### config.mk
export PLATFORM = sky130hd
export DESIGN_NAME = button_pattern_looper_flat
export DESIGN_NICKNAME = d
export VERILOG_FILES = /design/src/sv/bpl_pkg.sv /design/src/sv/bpl_in_if.sv /design/src/sv/bpl_out_if.sv /design/src/sv/bpl_cfg_if.sv /design/src/sv/bpl_pattern_ram.sv /design/src/sv/button_pattern_looper.sv /design/src/flat_wrapper.sv
export SDC_FILE = /design/constraint.sdc
export NUM_CORES = 2
export LEC_CHECK = 0
export BUFFER_PORTS_ARGS = -buffer_cell sky130_fd_sc_hd__buf_4
export CAP_MARGIN = 20
export CELL_PAD_IN_SITES_DETAIL_PLACEMENT = 0
export CELL_PAD_IN_SITES_GLOBAL_PLACEMENT = 1
export CORE_MARGIN = 2
export CORE_UTILIZATION = 50
export CTS_BUF_LIST = sky130_fd_sc_hd__clkbuf_8
export CTS_CLUSTER_SIZE = 16
export DETAILED_ROUTE_END_ITERATION = 7
export PLACE_DENSITY = 0.74
export SYNTH_ARGS = -nofsm -noshare
export SYNTH_HDL_FRONTEND = slang
export SYNTH_SLANG_ARGS = --single-unit
### constraint.sdc
create_clock -name clk_i -period 21.7 [get_ports clk_i]
set_clock_uncertainty 0.15 [all_clocks]
set_input_delay 1.085 -clock clk_i [delete_from_list [all_inputs] [get_ports clk_i]]
set_output_delay 1.085 -clock clk_i [all_outputs]
set_load 0.02 [all_outputs]
### src/sv/bpl_pkg.sv
// Types and constants of the button pattern looper.
// Used by the channel interfaces, the pattern memory and the top level.
package bpl_pkg;

  localparam int unsigned BUTTONS_W  = 6;
  localparam int unsigned NOTE_W     = 2;
  localparam int unsigned BAR_W      = 8;
  localparam int unsigned LOOP_LEN_W = 10;
  localparam int unsigned DIV_W      = 8;
  localparam int unsigned CFG_DATA_W = 10;

  localparam logic [LOOP_LEN_W-1:0] LOOP_LEN_RESET = 10'd400;
  localparam logic [DIV_W-1:0]      DIV_RESET      = 8'd5;

  // Register indexes of the configuration channel.
  localparam logic CFG_LOOP_LENGTH  = 1'b0;
  localparam logic CFG_STEP_DIVIDER = 1'b1;

  // Button bits.
  localparam logic [BUTTONS_W-1:0] BTN_NONE = 6'h00;
  localparam logic [BUTTONS_W-1:0] BTN_NEW  = 6'h20;
  localparam logic [BUTTONS_W-1:0] BTN_REC  = 6'h10;
  localparam logic [BUTTONS_W-1:0] BTN_PLAY = 6'h08;
  localparam logic [BUTTONS_W-1:0] BTN_D1   = 6'h04;
  localparam logic [BUTTONS_W-1:0] BTN_D2   = 6'h02;
  localparam logic [BUTTONS_W-1:0] BTN_D3   = 6'h01;

  localparam logic [NOTE_W-1:0] NOTE_SILENT = 2'd0;
  localparam logic [NOTE_W-1:0] NOTE_D1     = 2'd1;
  localparam logic [NOTE_W-1:0] NOTE_D2     = 2'd2;
  localparam logic [NOTE_W-1:0] NOTE_D3     = 2'd3;

  // Progress bar codes with one to eight lit segments.
  localparam logic [7:0][BAR_W-1:0] BAR_CODES = {
    8'hFF, 8'h7F, 8'h3F, 8'h1F, 8'h0F, 8'h07, 8'h03, 8'h01
  };
  localparam logic [BAR_W-1:0] BAR_OFF = 8'h00;

  typedef enum logic [2:0] {
    BM_INIT = 3'd0,
    BM_IDLE = 3'd1,
    BM_REC  = 3'd2,
    BM_NEW  = 3'd3,
    BM_PLAY = 3'd4,
    BM_D1   = 3'd5,
    BM_D2   = 3'd6,
    BM_D3   = 3'd7
  } bm_e;

  typedef enum logic [1:0] {
    LM_INIT = 2'd0,
    LM_IDLE = 2'd1,
    LM_LOOP = 2'd2
  } lm_e;

  // Where the sounding note of a request comes from once it is resolved.
  typedef enum logic [1:0] {
    SND_KEEP  = 2'd0,
    SND_VALUE = 2'd1,
    SND_MEM   = 2'd2
  } snd_src_e;

  typedef struct packed {
    snd_src_e          src;
    logic [NOTE_W-1:0] value;
    logic [BAR_W-1:0]  bar;
    logic              playing;
    logic              recording;
  } stage_t;

endpackage

### src/sv/bpl_in_if.sv
// Input channel of the button pattern looper: one button sample per request.
// Depends on bpl_pkg for the field width.
interface bpl_in_if;
  logic                           valid;
  logic                           ready;
  logic [bpl_pkg::BUTTONS_W-1:0]  buttons;

  modport source (output valid, output buttons, input ready);
  modport sink   (input valid, input buttons, output ready);
endinterface

### src/sv/bpl_out_if.sv
// Output channel of the button pattern looper: one result per request.
// Depends on bpl_pkg for the field widths.
interface bpl_out_if;
  logic                        valid;
  logic                        ready;
  logic [bpl_pkg::NOTE_W-1:0]  sound_note;
  logic [bpl_pkg::BAR_W-1:0]   led_bar;
  logic                        playing;
  logic                        recording;

  modport source (output valid, output sound_note, output led_bar, output playing,
                  output recording, input ready);
  modport sink   (input valid, input sound_note, input led_bar, input playing,
                  input recording, output ready);
endinterface

### src/sv/bpl_cfg_if.sv
// Configuration write channel of the button pattern looper.
// Depends on bpl_pkg for the data width.
interface bpl_cfg_if;
  logic                             valid;
  logic                             ready;
  logic                             index;
  logic [bpl_pkg::CFG_DATA_W-1:0]   data;

  modport source (output valid, output index, output data, input ready);
  modport sink   (input valid, input index, input data, output ready);
endinterface

### src/sv/bpl_pattern_ram.sv
// Pattern memory: one write port, one read port with registered read data.
// Depends on bpl_pkg for the note width.
module bpl_pattern_ram #(
  parameter int unsigned DEPTH = 512
) (
  input  logic                          clk_i,
  input  logic                          we_i,
  input  logic [$clog2(DEPTH)-1:0]      waddr_i,
  input  logic [bpl_pkg::NOTE_W-1:0]    wdata_i,
  input  logic                          re_i,
  input  logic [$clog2(DEPTH)-1:0]      raddr_i,
  output logic [bpl_pkg::NOTE_W-1:0]    rdata_o
);

  logic [bpl_pkg::NOTE_W-1:0] mem_q [DEPTH];
  logic [bpl_pkg::NOTE_W-1:0] rdata_q;

  // A read and a write of the same entry in one cycle return the old value.
  always_ff @(posedge clk_i) begin
    if (re_i) begin
      rdata_q <= mem_q[raddr_i];
    end
    if (we_i) begin
      mem_q[waddr_i] <= wdata_i;
    end
  end

  assign rdata_o = rdata_q;

endmodule

### src/sv/button_pattern_looper.sv
// Button pattern looper. A taken request is held in the stage one register and its result
// then in the output register. Throughput: one request per cycle; the pattern memory port
// pair (one read and one write per cycle) sets that figure, and a full output register
// stalls the input. Reset: all modes return to init, the flags, note and bar clear, and a
// clearing pass writes silence into every pattern entry while no request is taken.
module button_pattern_looper #(
  parameter int unsigned PATTERN_DEPTH = 512
) (
  input  logic      clk_i,
  input  logic      rst_ni,
  bpl_in_if.sink    in_i,
  bpl_out_if.source out_o,
  bpl_cfg_if.sink   cfg_i
);

  // Address width, width of a length that may equal the depth, and a width that
  // holds both the configured loop length and the depth for the clamp.
  localparam int unsigned AW = $clog2(PATTERN_DEPTH);
  localparam int unsigned LW = $clog2(PATTERN_DEPTH + 1);
  localparam int unsigned CW = (LW > bpl_pkg::LOOP_LEN_W) ? LW : bpl_pkg::LOOP_LEN_W;

  // ---------------------------------------------------------------------------
  // Configuration registers. The channel is always ready; the user must write
  // only while the block is idle, which the block itself does not enforce.
  // ---------------------------------------------------------------------------
  logic [bpl_pkg::LOOP_LEN_W-1:0] loop_length_q;
  logic [bpl_pkg::DIV_W-1:0]      step_divider_q;

  assign cfg_i.ready = 1'b1;

  always_ff @(posedge clk_i or negedge rst_ni) begin
    if (!rst_ni) begin
      loop_length_q  <= bpl_pkg::LOOP_LEN_RESET;
      step_divider_q <= bpl_pkg::DIV_RESET;
    end else if (cfg_i.valid) begin
      case (cfg_i.index)
        bpl_pkg::CFG_LOOP_LENGTH:  loop_length_q  <= cfg_i.data;
        bpl_pkg::CFG_STEP_DIVIDER: step_divider_q <= cfg_i.data[bpl_pkg::DIV_W-1:0];
        default: ;
      endcase
    end
  end

  // ---------------------------------------------------------------------------
  // Clearing pass. After reset every pattern entry is written with silence,
  // one entry a cycle, before the first request is taken.
  // ---------------------------------------------------------------------------
  logic [AW-1:0] clr_addr_q;
  logic          clr_busy_q;

  always_ff @(posedge clk_i or negedge rst_ni) begin
    if (!rst_ni) begin
      clr_addr_q <= '0;
      clr_busy_q <= 1'b1;
    end else if (clr_busy_q) begin
      clr_addr_q <= clr_addr_q + AW'(1);
      if (clr_addr_q == AW'(PATTERN_DEPTH - 1)) begin
        clr_busy_q <= 1'b0;
      end
    end
  end

  // ---------------------------------------------------------------------------
  // Pipeline control. Stage zero is the accept cycle: all machine state is
  // updated there and the pattern memory is read and written. Stage one waits
  // for the read data and resolves the sounding note into the output register.
  // ---------------------------------------------------------------------------
  logic            s1_valid_q;
  bpl_pkg::stage_t s1_q;
  bpl_pkg::stage_t s1_d;
  logic            out_valid_q;
  logic            s1_move;
  logic            accept;

  assign s1_move    = s1_valid_q && (!out_valid_q || out_o.ready);
  assign in_i.ready = !clr_busy_q && (!s1_valid_q || s1_move);
  assign accept     = in_i.valid && in_i.ready;

  // ---------------------------------------------------------------------------
  // Machine state.
  // ---------------------------------------------------------------------------
  bpl_pkg::bm_e                bm_q, bm_d;
  bpl_pkg::lm_e                pm_q, pm_d;
  bpl_pkg::lm_e                rm_q, rm_d;
  logic [AW-1:0]               ppos_q, ppos_d;
  logic [AW-1:0]               rpos_q, rpos_d;
  logic                        play_on_q, play_on_d;
  logic                        rec_on_q, rec_on_d;
  logic [bpl_pkg::NOTE_W-1:0]  held_q, held_d;
  logic [bpl_pkg::BAR_W-1:0]   bar_q, bar_d;
  logic [bpl_pkg::DIV_W-1:0]   phase_q, phase_d;

  always_ff @(posedge clk_i or negedge rst_ni) begin
    if (!rst_ni) begin
      bm_q      <= bpl_pkg::BM_INIT;
      pm_q      <= bpl_pkg::LM_INIT;
      rm_q      <= bpl_pkg::LM_INIT;
      ppos_q    <= '0;
      rpos_q    <= '0;
      play_on_q <= 1'b0;
      rec_on_q  <= 1'b0;
      held_q    <= bpl_pkg::NOTE_SILENT;
      bar_q     <= bpl_pkg::BAR_OFF;
      phase_q   <= '0;
    end else if (accept) begin
      bm_q      <= bm_d;
      pm_q      <= pm_d;
      rm_q      <= rm_d;
      ppos_q    <= ppos_d;
      rpos_q    <= rpos_d;
      play_on_q <= play_on_d;
      rec_on_q  <= rec_on_d;
      held_q    <= held_d;
      bar_q     <= bar_d;
      phase_q   <= phase_d;
    end
  end

  // Effective loop length: zero acts as one, and a length above the depth is
  // clamped to the depth.
  logic [CW-1:0] len_ext;
  logic [LW-1:0] len;

  always_comb begin
    len_ext = CW'(loop_length_q);
    if (len_ext == '0) begin
      len_ext = CW'(1);
    end
    if (len_ext > CW'(PATTERN_DEPTH)) begin
      len_ext = CW'(PATTERN_DEPTH);
    end
    len = len_ext[LW-1:0];
  end

  // Step timing. A step is due when the phase is zero; the phase then counts
  // up to the divider and wraps, so a lowered divider wraps at once.
  logic                       due;
  logic [bpl_pkg::DIV_W-1:0]  div;
  logic [bpl_pkg::DIV_W:0]    phase_inc;

  always_comb begin
    due       = (phase_q == '0);
    div       = (step_divider_q == '0) ? bpl_pkg::DIV_W'(1) : step_divider_q;
    phase_inc = {1'b0, phase_q} + (bpl_pkg::DIV_W + 1)'(1);
    phase_d   = (phase_inc >= {1'b0, div}) ? '0 : phase_inc[bpl_pkg::DIV_W-1:0];
  end

  // Progress bar for the play and record positions. With q the length over
  // eight, the bar shows the smallest k with position <= k*q; with no such k
  // the bar keeps its value, which the hit flags carry.
  logic [LW-1:0]              seg;
  logic [bpl_pkg::BAR_W-1:0]  pbar, rbar;
  logic                       phit, rhit;

  always_comb begin
    seg  = len >> 3;
    pbar = bpl_pkg::BAR_OFF;
    rbar = bpl_pkg::BAR_OFF;
    phit = 1'b0;
    rhit = 1'b0;
    for (int k = 8; k >= 1; k--) begin
      if (LW'(ppos_q) <= seg * LW'(k)) begin
        phit = 1'b1;
        pbar = bpl_pkg::BAR_CODES[k-1];
      end
      if (LW'(rpos_q) <= seg * LW'(k)) begin
        rhit = 1'b1;
        rbar = bpl_pkg::BAR_CODES[k-1];
      end
    end
  end

  // Next positions, wrapping to zero at the end of the loop.
  logic [LW-1:0] ppos_inc, rpos_inc;
  logic [AW-1:0] ppos_adv, rpos_adv;

  always_comb begin
    ppos_inc = LW'(ppos_q) + LW'(1);
    rpos_inc = LW'(rpos_q) + LW'(1);
    ppos_adv = (ppos_inc < len) ? ppos_inc[AW-1:0] : '0;
    rpos_adv = (rpos_inc < len) ? rpos_inc[AW-1:0] : '0;
  end

  // Button machine, then the play and record steps. The memory read for the
  // play step is issued here and resolved in stage one; the record write is
  // issued here too, after the read of the same cycle.
  logic [bpl_pkg::BUTTONS_W-1:0] b;
  logic                          rec_we;

  always_comb begin
    b         = in_i.buttons;
    bm_d      = bm_q;
    held_d    = held_q;
    play_on_d = play_on_q;
    rec_on_d  = rec_on_q;

    case (bm_q)
      bpl_pkg::BM_INIT: begin
        bm_d = bpl_pkg::BM_IDLE;
      end
      bpl_pkg::BM_IDLE: begin
        if (b == bpl_pkg::BTN_D3)        bm_d = bpl_pkg::BM_D3;
        else if (b == bpl_pkg::BTN_D2)   bm_d = bpl_pkg::BM_D2;
        else if (b == bpl_pkg::BTN_D1)   bm_d = bpl_pkg::BM_D1;
        else if (b == bpl_pkg::BTN_PLAY) bm_d = bpl_pkg::BM_PLAY;
        else if (b == bpl_pkg::BTN_REC)  bm_d = bpl_pkg::BM_REC;
        else if (b == bpl_pkg::BTN_NEW)  bm_d = bpl_pkg::BM_NEW;
      end
      bpl_pkg::BM_REC: begin
        if (b == bpl_pkg::BTN_NONE) begin
          rec_on_d  = !rec_on_q;
          play_on_d = 1'b0;
          bm_d      = bpl_pkg::BM_IDLE;
        end
      end
      bpl_pkg::BM_PLAY: begin
        if (b == bpl_pkg::BTN_NONE) begin
          play_on_d = !play_on_q;
          if (!play_on_q) begin
            rec_on_d = 1'b0;
          end
          bm_d = bpl_pkg::BM_IDLE;
        end
      end
      bpl_pkg::BM_D1: begin
        if (b == bpl_pkg::BTN_D1) begin
          held_d = bpl_pkg::NOTE_D1;
        end else if (b == bpl_pkg::BTN_NONE) begin
          held_d = bpl_pkg::NOTE_SILENT;
          bm_d   = bpl_pkg::BM_IDLE;
        end
      end
      bpl_pkg::BM_D2: begin
        if (b == bpl_pkg::BTN_D2) begin
          held_d = bpl_pkg::NOTE_D2;
        end else if (b == bpl_pkg::BTN_NONE) begin
          held_d = bpl_pkg::NOTE_SILENT;
          bm_d   = bpl_pkg::BM_IDLE;
        end
      end
      bpl_pkg::BM_D3: begin
        if (b == bpl_pkg::BTN_D3) begin
          held_d = bpl_pkg::NOTE_D3;
        end else if (b == bpl_pkg::BTN_NONE) begin
          held_d = bpl_pkg::NOTE_SILENT;
          bm_d   = bpl_pkg::BM_IDLE;
        end
      end
      default: begin
        // The new button state: holding new alone moves on to drum three.
        if (b == bpl_pkg::BTN_NEW)       bm_d = bpl_pkg::BM_D3;
        else if (b == bpl_pkg::BTN_NONE) bm_d = bpl_pkg::BM_IDLE;
      end
    endcase

    // While not playing, the held note sounds directly.
    s1_d.src   = play_on_d ? bpl_pkg::SND_KEEP : bpl_pkg::SND_VALUE;
    s1_d.value = held_d;

    pm_d   = pm_q;
    rm_d   = rm_q;
    ppos_d = ppos_q;
    rpos_d = rpos_q;
    bar_d  = bar_q;
    rec_we = 1'b0;

    if (due) begin
      case (pm_q)
        bpl_pkg::LM_INIT: begin
          bar_d  = bpl_pkg::BAR_OFF;
          ppos_d = '0;
          pm_d   = bpl_pkg::LM_IDLE;
        end
        bpl_pkg::LM_IDLE: begin
          if (play_on_d) pm_d = bpl_pkg::LM_LOOP;
        end
        bpl_pkg::LM_LOOP: begin
          if (phit) bar_d = pbar;
          ppos_d = ppos_adv;
          if (play_on_d) begin
            s1_d.src = bpl_pkg::SND_MEM;
          end else begin
            s1_d.src   = bpl_pkg::SND_VALUE;
            s1_d.value = bpl_pkg::NOTE_SILENT;
            pm_d       = bpl_pkg::LM_INIT;
          end
        end
        default: begin
          pm_d = bpl_pkg::LM_INIT;
        end
      endcase

      // The record step follows the play step, so its bar value stands.
      case (rm_q)
        bpl_pkg::LM_INIT: begin
          bar_d  = bpl_pkg::BAR_OFF;
          rpos_d = '0;
          rm_d   = bpl_pkg::LM_IDLE;
        end
        bpl_pkg::LM_IDLE: begin
          if (rec_on_d) rm_d = bpl_pkg::LM_LOOP;
        end
        bpl_pkg::LM_LOOP: begin
          if (rhit) bar_d = rbar;
          rec_we = 1'b1;
          rpos_d = rpos_adv;
          if (!rec_on_d) rm_d = bpl_pkg::LM_INIT;
        end
        default: begin
          rm_d = bpl_pkg::LM_INIT;
        end
      endcase
    end

    s1_d.bar       = bar_d;
    s1_d.playing   = play_on_d;
    s1_d.recording = rec_on_d;
  end

  // ---------------------------------------------------------------------------
  // Pattern memory. The clearing pass owns the write port until it is done.
  // ---------------------------------------------------------------------------
  logic                       mem_we;
  logic [AW-1:0]              mem_waddr;
  logic [bpl_pkg::NOTE_W-1:0] mem_wdata;
  logic [bpl_pkg::NOTE_W-1:0] mem_rdata;

  assign mem_we    = clr_busy_q || (accept && rec_we);
  assign mem_waddr = clr_busy_q ? clr_addr_q : rpos_q;
  assign mem_wdata = clr_busy_q ? bpl_pkg::NOTE_SILENT : held_d;

  bpl_pattern_ram #(
    .DEPTH (PATTERN_DEPTH)
  ) u_pattern_ram (
    .clk_i   (clk_i),
    .we_i    (mem_we),
    .waddr_i (mem_waddr),
    .wdata_i (mem_wdata),
    .re_i    (accept),
    .raddr_i (ppos_q),
    .rdata_o (mem_rdata)
  );

  // ---------------------------------------------------------------------------
  // Stage one and the output register. The sounding note register doubles as
  // the machine's sounding state: a request that keeps the note copies the
  // value of the request before it.
  // ---------------------------------------------------------------------------
  logic [bpl_pkg::NOTE_W-1:0] out_note_q, out_note_d;
  logic [bpl_pkg::BAR_W-1:0]  out_bar_q;
  logic                       out_play_q;
  logic                       out_rec_q;

  always_comb begin
    case (s1_q.src)
      bpl_pkg::SND_VALUE: out_note_d = s1_q.value;
      bpl_pkg::SND_MEM:   out_note_d = mem_rdata;
      default:            out_note_d = out_note_q;
    endcase
  end

  always_ff @(posedge clk_i or negedge rst_ni) begin
    if (!rst_ni) begin
      s1_valid_q <= 1'b0;
      s1_q       <= '0;
    end else begin
      if (accept) begin
        s1_valid_q <= 1'b1;
        s1_q       <= s1_d;
      end else if (s1_move) begin
        s1_valid_q <= 1'b0;
      end
    end
  end

  always_ff @(posedge clk_i or negedge rst_ni) begin
    if (!rst_ni) begin
      out_valid_q <= 1'b0;
      out_note_q  <= bpl_pkg::NOTE_SILENT;
      out_bar_q   <= bpl_pkg::BAR_OFF;
      out_play_q  <= 1'b0;
      out_rec_q   <= 1'b0;
    end else begin
      if (s1_move) begin
        out_valid_q <= 1'b1;
        out_note_q  <= out_note_d;
        out_bar_q   <= s1_q.bar;
        out_play_q  <= s1_q.playing;
        out_rec_q   <= s1_q.recording;
      end else if (out_o.ready) begin
        out_valid_q <= 1'b0;
      end
    end
  end

  assign out_o.valid      = out_valid_q;
  assign out_o.sound_note = out_note_q;
  assign out_o.led_bar    = out_bar_q;
  assign out_o.playing    = out_play_q;
  assign out_o.recording  = out_rec_q;

endmodule

### src/flat_wrapper.sv
// flat-port wrapper written by rule: the top's interface ports become plain ports
module button_pattern_looper_flat 
#(
  parameter int unsigned PATTERN_DEPTH = 512
)
  (clk_i, rst_ni, in_i_valid, in_i_buttons, in_i_ready, out_o_valid, out_o_sound_note, out_o_led_bar, out_o_playing, out_o_recording, out_o_ready, cfg_i_valid, cfg_i_index, cfg_i_data, cfg_i_ready);
  bpl_in_if in_i_i ();
  bpl_out_if out_o_i ();
  bpl_cfg_if cfg_i_i ();
  input  logic clk_i;
  input  logic rst_ni;
  input wire logic [$bits(in_i_i.valid)-1:0] in_i_valid;
  input wire logic [$bits(in_i_i.buttons)-1:0] in_i_buttons;
  output wire logic [$bits(in_i_i.ready)-1:0] in_i_ready;
  output wire logic [$bits(out_o_i.valid)-1:0] out_o_valid;
  output wire logic [$bits(out_o_i.sound_note)-1:0] out_o_sound_note;
  output wire logic [$bits(out_o_i.led_bar)-1:0] out_o_led_bar;
  output wire logic [$bits(out_o_i.playing)-1:0] out_o_playing;
  output wire logic [$bits(out_o_i.recording)-1:0] out_o_recording;
  input wire logic [$bits(out_o_i.ready)-1:0] out_o_ready;
  input wire logic [$bits(cfg_i_i.valid)-1:0] cfg_i_valid;
  input wire logic [$bits(cfg_i_i.index)-1:0] cfg_i_index;
  input wire logic [$bits(cfg_i_i.data)-1:0] cfg_i_data;
  output wire logic [$bits(cfg_i_i.ready)-1:0] cfg_i_ready;
  assign in_i_i.valid = in_i_valid;
  assign in_i_i.buttons = in_i_buttons;
  assign in_i_ready = in_i_i.ready;
  assign out_o_valid = out_o_i.valid;
  assign out_o_sound_note = out_o_i.sound_note;
  assign out_o_led_bar = out_o_i.led_bar;
  assign out_o_playing = out_o_i.playing;
  assign out_o_recording = out_o_i.recording;
  assign out_o_i.ready = out_o_ready;
  assign cfg_i_i.valid = cfg_i_valid;
  assign cfg_i_i.index = cfg_i_index;
  assign cfg_i_i.data = cfg_i_data;
  assign cfg_i_ready = cfg_i_i.ready;
  button_pattern_looper #(.PATTERN_DEPTH(PATTERN_DEPTH)) u_core (.clk_i(clk_i), .rst_ni(rst_ni), .in_i(in_i_i), .out_o(out_o_i), .cfg_i(cfg_i_i));
endmodule
Word-level counts from Yosys, hierarchy flattened
Memories as Yosys holds them, arrays and structs flattened. A register that Yosys moved wholly into a read port is not among the register bits.
Index checks and enable logic that the tools add are counted.
{ "op_classes": {"multipliers": 4, "shift": 0, "n_bitwise": 1, "n_lt_le_gt_ge": 20, "mux": 92, "reduce_logical": 34, "n_div": 0, "addsub": 4, "eq_ne": 27} }
{ "op_table": {"columns": ["operator", "count"], "rows": [
  ["two-way mux 8 bit", 20],
  ["<= comparator 9 x 10 -> 1 bit", 10],
  ["one-hot mux 9 bit (2 select lines)", 2],
  ["two-way mux 3 bit", 11],
  ["two-way mux 1 bit", 32],
  ["one-hot mux 8 bit (2 select lines)", 2],
  ["two-way mux 9 bit", 3],
  ["two-way mux 2 bit", 11],
  ["adder 9 x 1 -> 10 bit (second input constant)", 2],
  ["less-than comparator 10 bit", 2],
  ["multiplier 7 x 3 -> 10 bit (second input constant)", 2],
  ["two-way mux 10 bit", 2],
  ["<= comparator 9 x 7 -> 1 bit", 2],
  ["<= comparator 9 x 8 -> 1 bit", 2],
  ["<= comparator 9 bit", 2],
  ["multiplier 7 x 2 -> 9 bit (second input constant)", 2],
  ["one-hot mux 2 bit (3 select lines)", 3],
  ["one-hot mux 3 bit (6 select lines)", 1],
  ["zero test 8 bit", 2],
  ["equality test 3 bit (second input constant)", 4],
  ["greater-than comparator 10 bit (second input constant)", 1],
  ["zero test 10 bit", 1],
  ["inequality test 2 bit (second input constant)", 5],
  ["nonzero test 2 bit", 5],
  ["31 further kinds", 53]
]} }
{ "word_totals": {"word_cells": 205, "register_bits": 91, "rom_bits": 0, "latchBits": 0, "output_inout_bits": 15, "memories": 1, "inputBits": 22, "ramBits": 1024} }
{ "mem_list": {"columns": ["name", "depth", "width", "read_ports", "rd_clocked_by_memory_dff", "write_ports", "line", "text"], "rows": [
  ["u_core.u_pattern_ram.mem_q", 512, 2, 1, 1, 1, "bpl_pattern_ram.sv:15", "logic [bpl_pkg::NOTE_W-1:0] mem_q [DEPTH];"]
]} }

Logic depth before layout (Yosys ltp)
{ "depth": {"word_depth": 17, "mapped_depth": 23, "depth_no_buf": 20} }

Cells and area by module
A second synthesis with hierarchy kept.
{ "unflattened": {"cells_unflattened": 3627, "hier_area_um2": 51488.1} }
{ "by_module_without_submodules": {"columns": ["mod", "cells_each", "area_per_inst_um2", "seq_area_each_um2", "n_inst"], "rows": [
  ["bpl_pattern_ram", 2608, 42334.4, 30809.5, 1],
  ["button_pattern_looper", 1019, 9153.8, 2284.7, 1]
]} }

Worst setup path before layout
OpenSTA, ideal clock, no wires.
{ "synth_timing": {"path_kind": "in2reg", "from": "input in_i_buttons[4]", "to": "memory u_core.u_pattern_ram.mem_q[0][1] (netlist name) (data pin)", "slack_ps": 4235, "path_stages": 9, "setup_ps": 2709, "t_arrival_ps": 14605, "required_ps": 18841, "path_buffers": 1, "cell_sequence": "clkbuf_1 > nor2_1 > nand2_1 > nor2_1 > and3_1 > o21ai_0 > o21ai_0 > a32o_1 > nor2b_1"} }
{ "synth_between": {"elab_chain_cells": 5, "elab_cells_between_ends": 10, "classes_between": "eq/ne (3); mux (6); reduce/logical (1)"} }
{ "synth_lines": {"columns": ["item", "line", "text"], "rows": [
  ["start, declared", "flat_wrapper.sv:13", "input wire logic [$bits(in_i_i.buttons)-1:0] in_i_buttons;"],
  ["zero test 6 bit", "button_pattern_looper.sv:228, button_pattern_looper.sv:236, button_pattern_looper.sv:244", null],
  ["two-way mux 2 bit", "button_pattern_looper.sv:228, button_pattern_looper.sv:236, button_pattern_looper.sv:244", null],
  ["two-way mux 2 bit (on tied branches)", "button_pattern_looper.sv:242, button_pattern_looper.sv:226, button_pattern_looper.sv:234", null],
  ["one-hot mux 2 bit (3 select lines) (*)", "button_pattern_looper.sv:197", "case (bm_q)"],
  ["two-way mux 2 bit (*)", "button_pattern_looper.sv:330", "assign mem_wdata = clr_busy_q ? bpl_pkg::NOTE_SILENT : held_d;"],
  ["via u_core.mem_wdata (one bit)", "button_pattern_looper.sv:325", "logic [bpl_pkg::NOTE_W-1:0] mem_wdata;"],
  ["end, declared", "bpl_pattern_ram.sv:15", null]
]} }
The timed path passes the listed nets; every way through them passes the cells marked *.

Worst setup path after layout
{ "layout_timing": {"from": "register u_core.loop_length_q[9] (netlist name)", "to": "register u_core.s1_q[9] (netlist name)"} }
{ "layout_between": {"elab_chain_cells": 17, "elab_cells_between_ends": 60, "classes_between": "mul (4); order compare (17); mux (38); reduce/logical (1)"} }
{ "layout_lines": {"columns": ["item", "line", "text"], "rows": [
  ["start, declared", "button_pattern_looper.sv:26", "logic [bpl_pkg::LOOP_LEN_W-1:0] loop_length_q;"],
  ["start signal, assigned", "button_pattern_looper.sv:33", "loop_length_q <= bpl_pkg::LOOP_LEN_RESET;"],
  ["start signal, assigned", "button_pattern_looper.sv:37", "bpl_pkg::CFG_LOOP_LENGTH: loop_length_q <= cfg_i.data;"],
  ["zero test 10 bit", "button_pattern_looper.sv:126", "if (len_ext == '0) begin"],
  ["two-way mux 10 bit (*)", "button_pattern_looper.sv:126", null],
  ["greater-than comparator 10 bit", "button_pattern_looper.sv:129", "if (len_ext > CW'(PATTERN_DEPTH)) begin"],
  ["two-way mux 10 bit (*)", "button_pattern_looper.sv:129", null],
  ["multiplier 7 x 3 -> 10 bit or <= comparator 9 x 10 -> 1 bit (tied branches)", "button_pattern_looper.sv:162, button_pattern_looper.sv:166", null],
  ["<= comparator 9 x 10 -> 1 bit (tied with other cells)", "button_pattern_looper.sv:162", "if (LW'(ppos_q) <= seg * LW'(k)) begin"],
  ["two-way mux 8 bit or two-way mux 1 bit (tied branches) (7 in a row)", "button_pattern_looper.sv:162", null],
  ["two-way mux 8 bit", "button_pattern_looper.sv:278", "if (phit) bar_d = pbar;"],
  ["one-hot mux 8 bit (2 select lines)", "button_pattern_looper.sv:268", "case (pm_q)"],
  ["two-way mux 8 bit", "button_pattern_looper.sv:304", "if (rhit) bar_d = rbar;"],
  ["one-hot mux 8 bit (2 select lines) (*)", "button_pattern_looper.sv:294", "case (rm_q)"],
  ["end signal, assigned", "button_pattern_looper.sv:365", "s1_q <= '0;"],
  ["end signal, assigned", "button_pattern_looper.sv:369", "s1_q <= s1_d;"],
  ["end, declared", "button_pattern_looper.sv:69", "bpl_pkg::stage_t s1_q;"]
]} }
Every way passes the cells marked *; elsewhere a longest branch is shown, timed or not.
A chain may end at the register's enable or synchronous reset.

==> qor.csv <==
stage,metric,value,unit
drt,drcViolationCount,0,
yosys,syn_nets,3634,
final_layout,fillCellCount,8233,
clock_tree,cts_root_buffer,clkbuf_8,
pwr,p_sw_frac,0.295,
setup_path,cp_num_cells,20,
yosys,synth-seq-cells,1117,
sta,fin_setup_tns,0,ns
yosys,yosysMostFrequentCell,edfxtp_1,
setup_path,worstPathMaxFanout,21,
clock_tree,clkSlewWorstSetupHoldPaths,0.07,ns
setup_path,crit_chain,inv_1 > nand2_1 > inv_1 > fa_1 > ha_1 > a21o_1 > a21oi_1 > nor2b_1 > o21a_1 > o21a_1 > or2_2 > ha_1 > a22o_1 > nor4_2 > o221ai_1 > o311a_1 > and3_4 > nand3b_1 > or4b_1 > o211ai_2,
setup_path,cp-start-kind,register,
drt,wl_met1,52500,µm
pwr,p_switching,1.63,mW
drt,first_pass_iters,6,
sta,hold_viol_final,0,
setup_path,cp_top_family,simple AND/OR/NAND/NOR gates,
drt,vias,30300,
sta,max_freq,148,MHz
pwr,irDropWorstVdd,0.000107,V
clock_tree,cts.sinks,1117,
global_route,grt_max_degree,289,
die,fp.coreArea,102000,µm²
drt,drt_iter0_markers,2928,
final_layout,finalNonFillerCells,4981,
yosys,syn_inst,3435,
die,die_h,324,µm
setup_path,worstSetupStartpoint,u_core.loop_length_q[9],
pwr,p_clk_frac,0.295,
pwr,internal_power,3.88,mW
setup_path,path_buf_inv,2,
final_layout,final_layout_size_suffix_gt1_frac,0.179,
pwr,power_density,98.9,nW/µm²
clock_tree,post_cts_resized,0,
setup_path,critPathKind,register to register,
sta,slew_violations,0,
yosys,yosys_warnings,0,
drt,wl,129000,µm
drt,wl_met3,8400,µm
die,die-area,105000,µm²
yosys,synth_cell_type_count,88,
clock_tree,numCtsBuffers,176,
global_route,grt-ovfl-total,0,
setup_path,ff2ff_path_depth,20,
setup_path,end_kind,register,
yosys,synth_edf_count,1026,
yosys,avgSynthCellArea,14.9,µm²
pwr,p_leak,19.9,nW
clock_tree,cts_tree,built,
sta,min_period,6.73,ns
die,num_rows,117,
global_route,antenna_found_initial,4,
drt,viasPerCell,6.09,
placement,dp_hpwl,75400,µm
die,ios,37,
setup_path,regToRegStartpoint,u_core.loop_length_q[9],
worst_hold_path,hp-class,input port to asynchronous set/reset pin,
yosys,ys_top_cells_by_area,"edfxtp_1 (60%), mux4_2 (11%), nor2_1 (4.3%), dfrtp_1 (4.2%), ha_1 (4.1%)",
drt,wl_per_cell,25.8,µm
global_route,track_usage,0.247,
drt,topRoutingLayerUsed,met5,
setup_path,critPathSlowestCell,inv_1,
pwr,p_comb_frac,0.224,
placement,dp.cells,4662,
clock_tree,clockBufferDepth,3,
pwr,fin_total_pwr,5.51,mW
placement,io_buffers,35,
run,max_cap_violations,0,
clock_tree,cts_hold_buf,0,
placement,gp_congestion,0.861,
sta,rsz0062_at_grt,false,
status,outcome,finished clean,
global_route,grt_pass1_wl,192000,µm
sta,maxSlewHeadroom,0.119,
yosys,synthDominantCellAreaShare,0.603,
die,die_w,324,µm
setup_path,max_stage_delay,0.74,ns
final_layout,areaGrowthSynthToFinish,9.12,%
setup_path,required,22.29,ns
drt,ant_nets,0,
final_layout,finalNetCount,3675,
drt,wl_met2,64500,µm
setup_path,critPathArrivalTime,7.33,ns
pwr,seqPwrFrac,0.481,
sta,worst_slew_pin_slew,1.32,ns
yosys,synth_commonest_cells,"edfxtp_1 (1026), nor2_1 (581), mux4_2 (256)",
yosys,ys.flop_type,edfxtp_1,
clock_tree,htreeDepth,4,
yosys,synth_seq_area_share,0.648,
clock_tree,post_cts_buffers,0,
global_route,grt_pass1_vias,31500,
yosys,synth_area,51100,µm²
yosys,synth_top_area_cell,edfxtp_1,
yosys,async_flop_share,0.0815,
sta,setup_violations,0,
die,start_util,0.503,
sta,final.period_utilization,0.310,
clock_tree,clock_latency,0.85,ns
final cells by class:
type / instances / area (µm²) / area share
Tap cell: 1368 / 1710 / 0.0307
Clock buffer: 178 / 2450 / 0.0440
Inverter: 66 / 250 / 0.00449
Multi-Input combinational cell: 2031 / 16800 / 0.301
Antenna cell: 2 / 5.00 / 0.0000898
Clock inverter: 135 / 699 / 0.0125
Timing Repair Buffer: 84 / 713 / 0.0128
Sequential cell: 1117 / 33100 / 0.594
worst register-to-register path: cells and delay by family (launching register included):
kind	cells	cell delay, ns
compound gates	8	1.43
buf+inv	2	1.23
fa+ha+maj	3	1.15
flops	1	0.57
simple gates	7	2.11
metal layers:
layer  global-route usage  vias up
met5                    0        -
met1                0.326    15600
li1                     -    13300
met4               0.0830        2
met2                0.420     1189
met3               0.0413      254
kinds of logic after synthesis:
| kind of cell | synth area share |
|---|---|
| AOI/OAI and AO/OA | 0.0544 |
| muxes | 0.129 |
| buffers and inverters | 0.0254 |
| and+or+nand+nor | 0.0917 |
| DFF | 0.648 |
| adders and majority gates | 0.0445 |
| other | 0.0000734 |
| xor gates and xnor gates | 0.00652 |
power groups by stage:
stage	logic [mW]	registers (mW)	clock network, mW
finish	1.24	2.65	1.62
global placement	1.20	2.69	0
floorplan	0.930	2.78	0
CTS	1.24	2.65	1.65
detailed placement	1.24	2.69	0
global route	1.35	2.65	1.75
state kept, by name, summed over array words and instances, names as in the netlist:
| name | flops |
|---|---|
| u_core.out_o.valid | 1 |
| u_core.bm_q | 3 |
| u_core.out_o.playing | 1 |
| u_core.rm_q | 2 |
| u_core.u_pattern_ram.mem_q | 1024 |
| u_core.ppos_q | 9 |
| u_core.phase_q | 8 |
| u_core.rpos_q | 9 |
| u_core.s1_valid_q | 1 |
| u_core.out_o.recording | 1 |
| u_core.out_o.sound_note | 2 |
| u_core.s1_q | 14 |
| u_core.clr_busy_q | 1 |
| u_core.clr_addr_q | 9 |
| u_core.pm_q | 2 |
| u_core.out_o.led_bar | 8 |
| u_core.u_pattern_ram.rdata_o | 2 |
| u_core.step_divider_q | 8 |
| u_core.loop_length_q | 10 |
| u_core.held_q | 2 |
through the flow:
| stage | cell area [µm²] | utilization | setup slack (ns) | hold WS [ns] |
|---|---|---|---|---|
| 2_1_floorplan | 51100 | - | 4.24 | 0.295 |
| 3_3_place_gp | 52500 | 0.517 | 15.16 | 0.316 |
| 3_5_place_dp | 52500 | 0.517 | 15.03 | 0.326 |
| 4_1_cts | 55700 | 0.548 | 15.03 | 0.00557 |
| 5_1_grt | 55700 | 0.549 | 14.63 | 0.0631 |
| 6_report | 55700 | 0.549 | 14.97 | 0.0674 |
cells in the final DEF (no fill, tap or decap), types with 21 or more instances in the layout:
cell      count
nand4_1      30
mux4_2      256
mux2i_1      53
nand2b_1     24
xnor2_1      21
and3_1       27
a21o_1       28
mux2_2       28
clkinv_1     39
nand3_1      56
clkbuf_8    178
edfxtp_1   1026
nand2_1     224
nor2b_1      24
ha_1        169
a21oi_1      86
o211ai_1     41
nor2_1      579
inv_1       125
buf_4        78
dfrtp_1      80
a211oi_1     39
o21ai_0      68
worst paths after layout:
path / endpoint / slack, ns
setup / recovery: u_core.s1_q[9] / 14.97
hold / removal: u_core.rpos_q[1] / 0.07
setup reg to reg: u_core.s1_q[9] / 14.97
hold reg to reg: u_core.out_o.led_bar[1] / 0.33
max in group asynchronous: u_core.ppos_q[0] / 20.12
min in group clk_i: u_core.out_o.led_bar[1] / 0.33
Note: power is estimated with default switching activity, not from simulation.
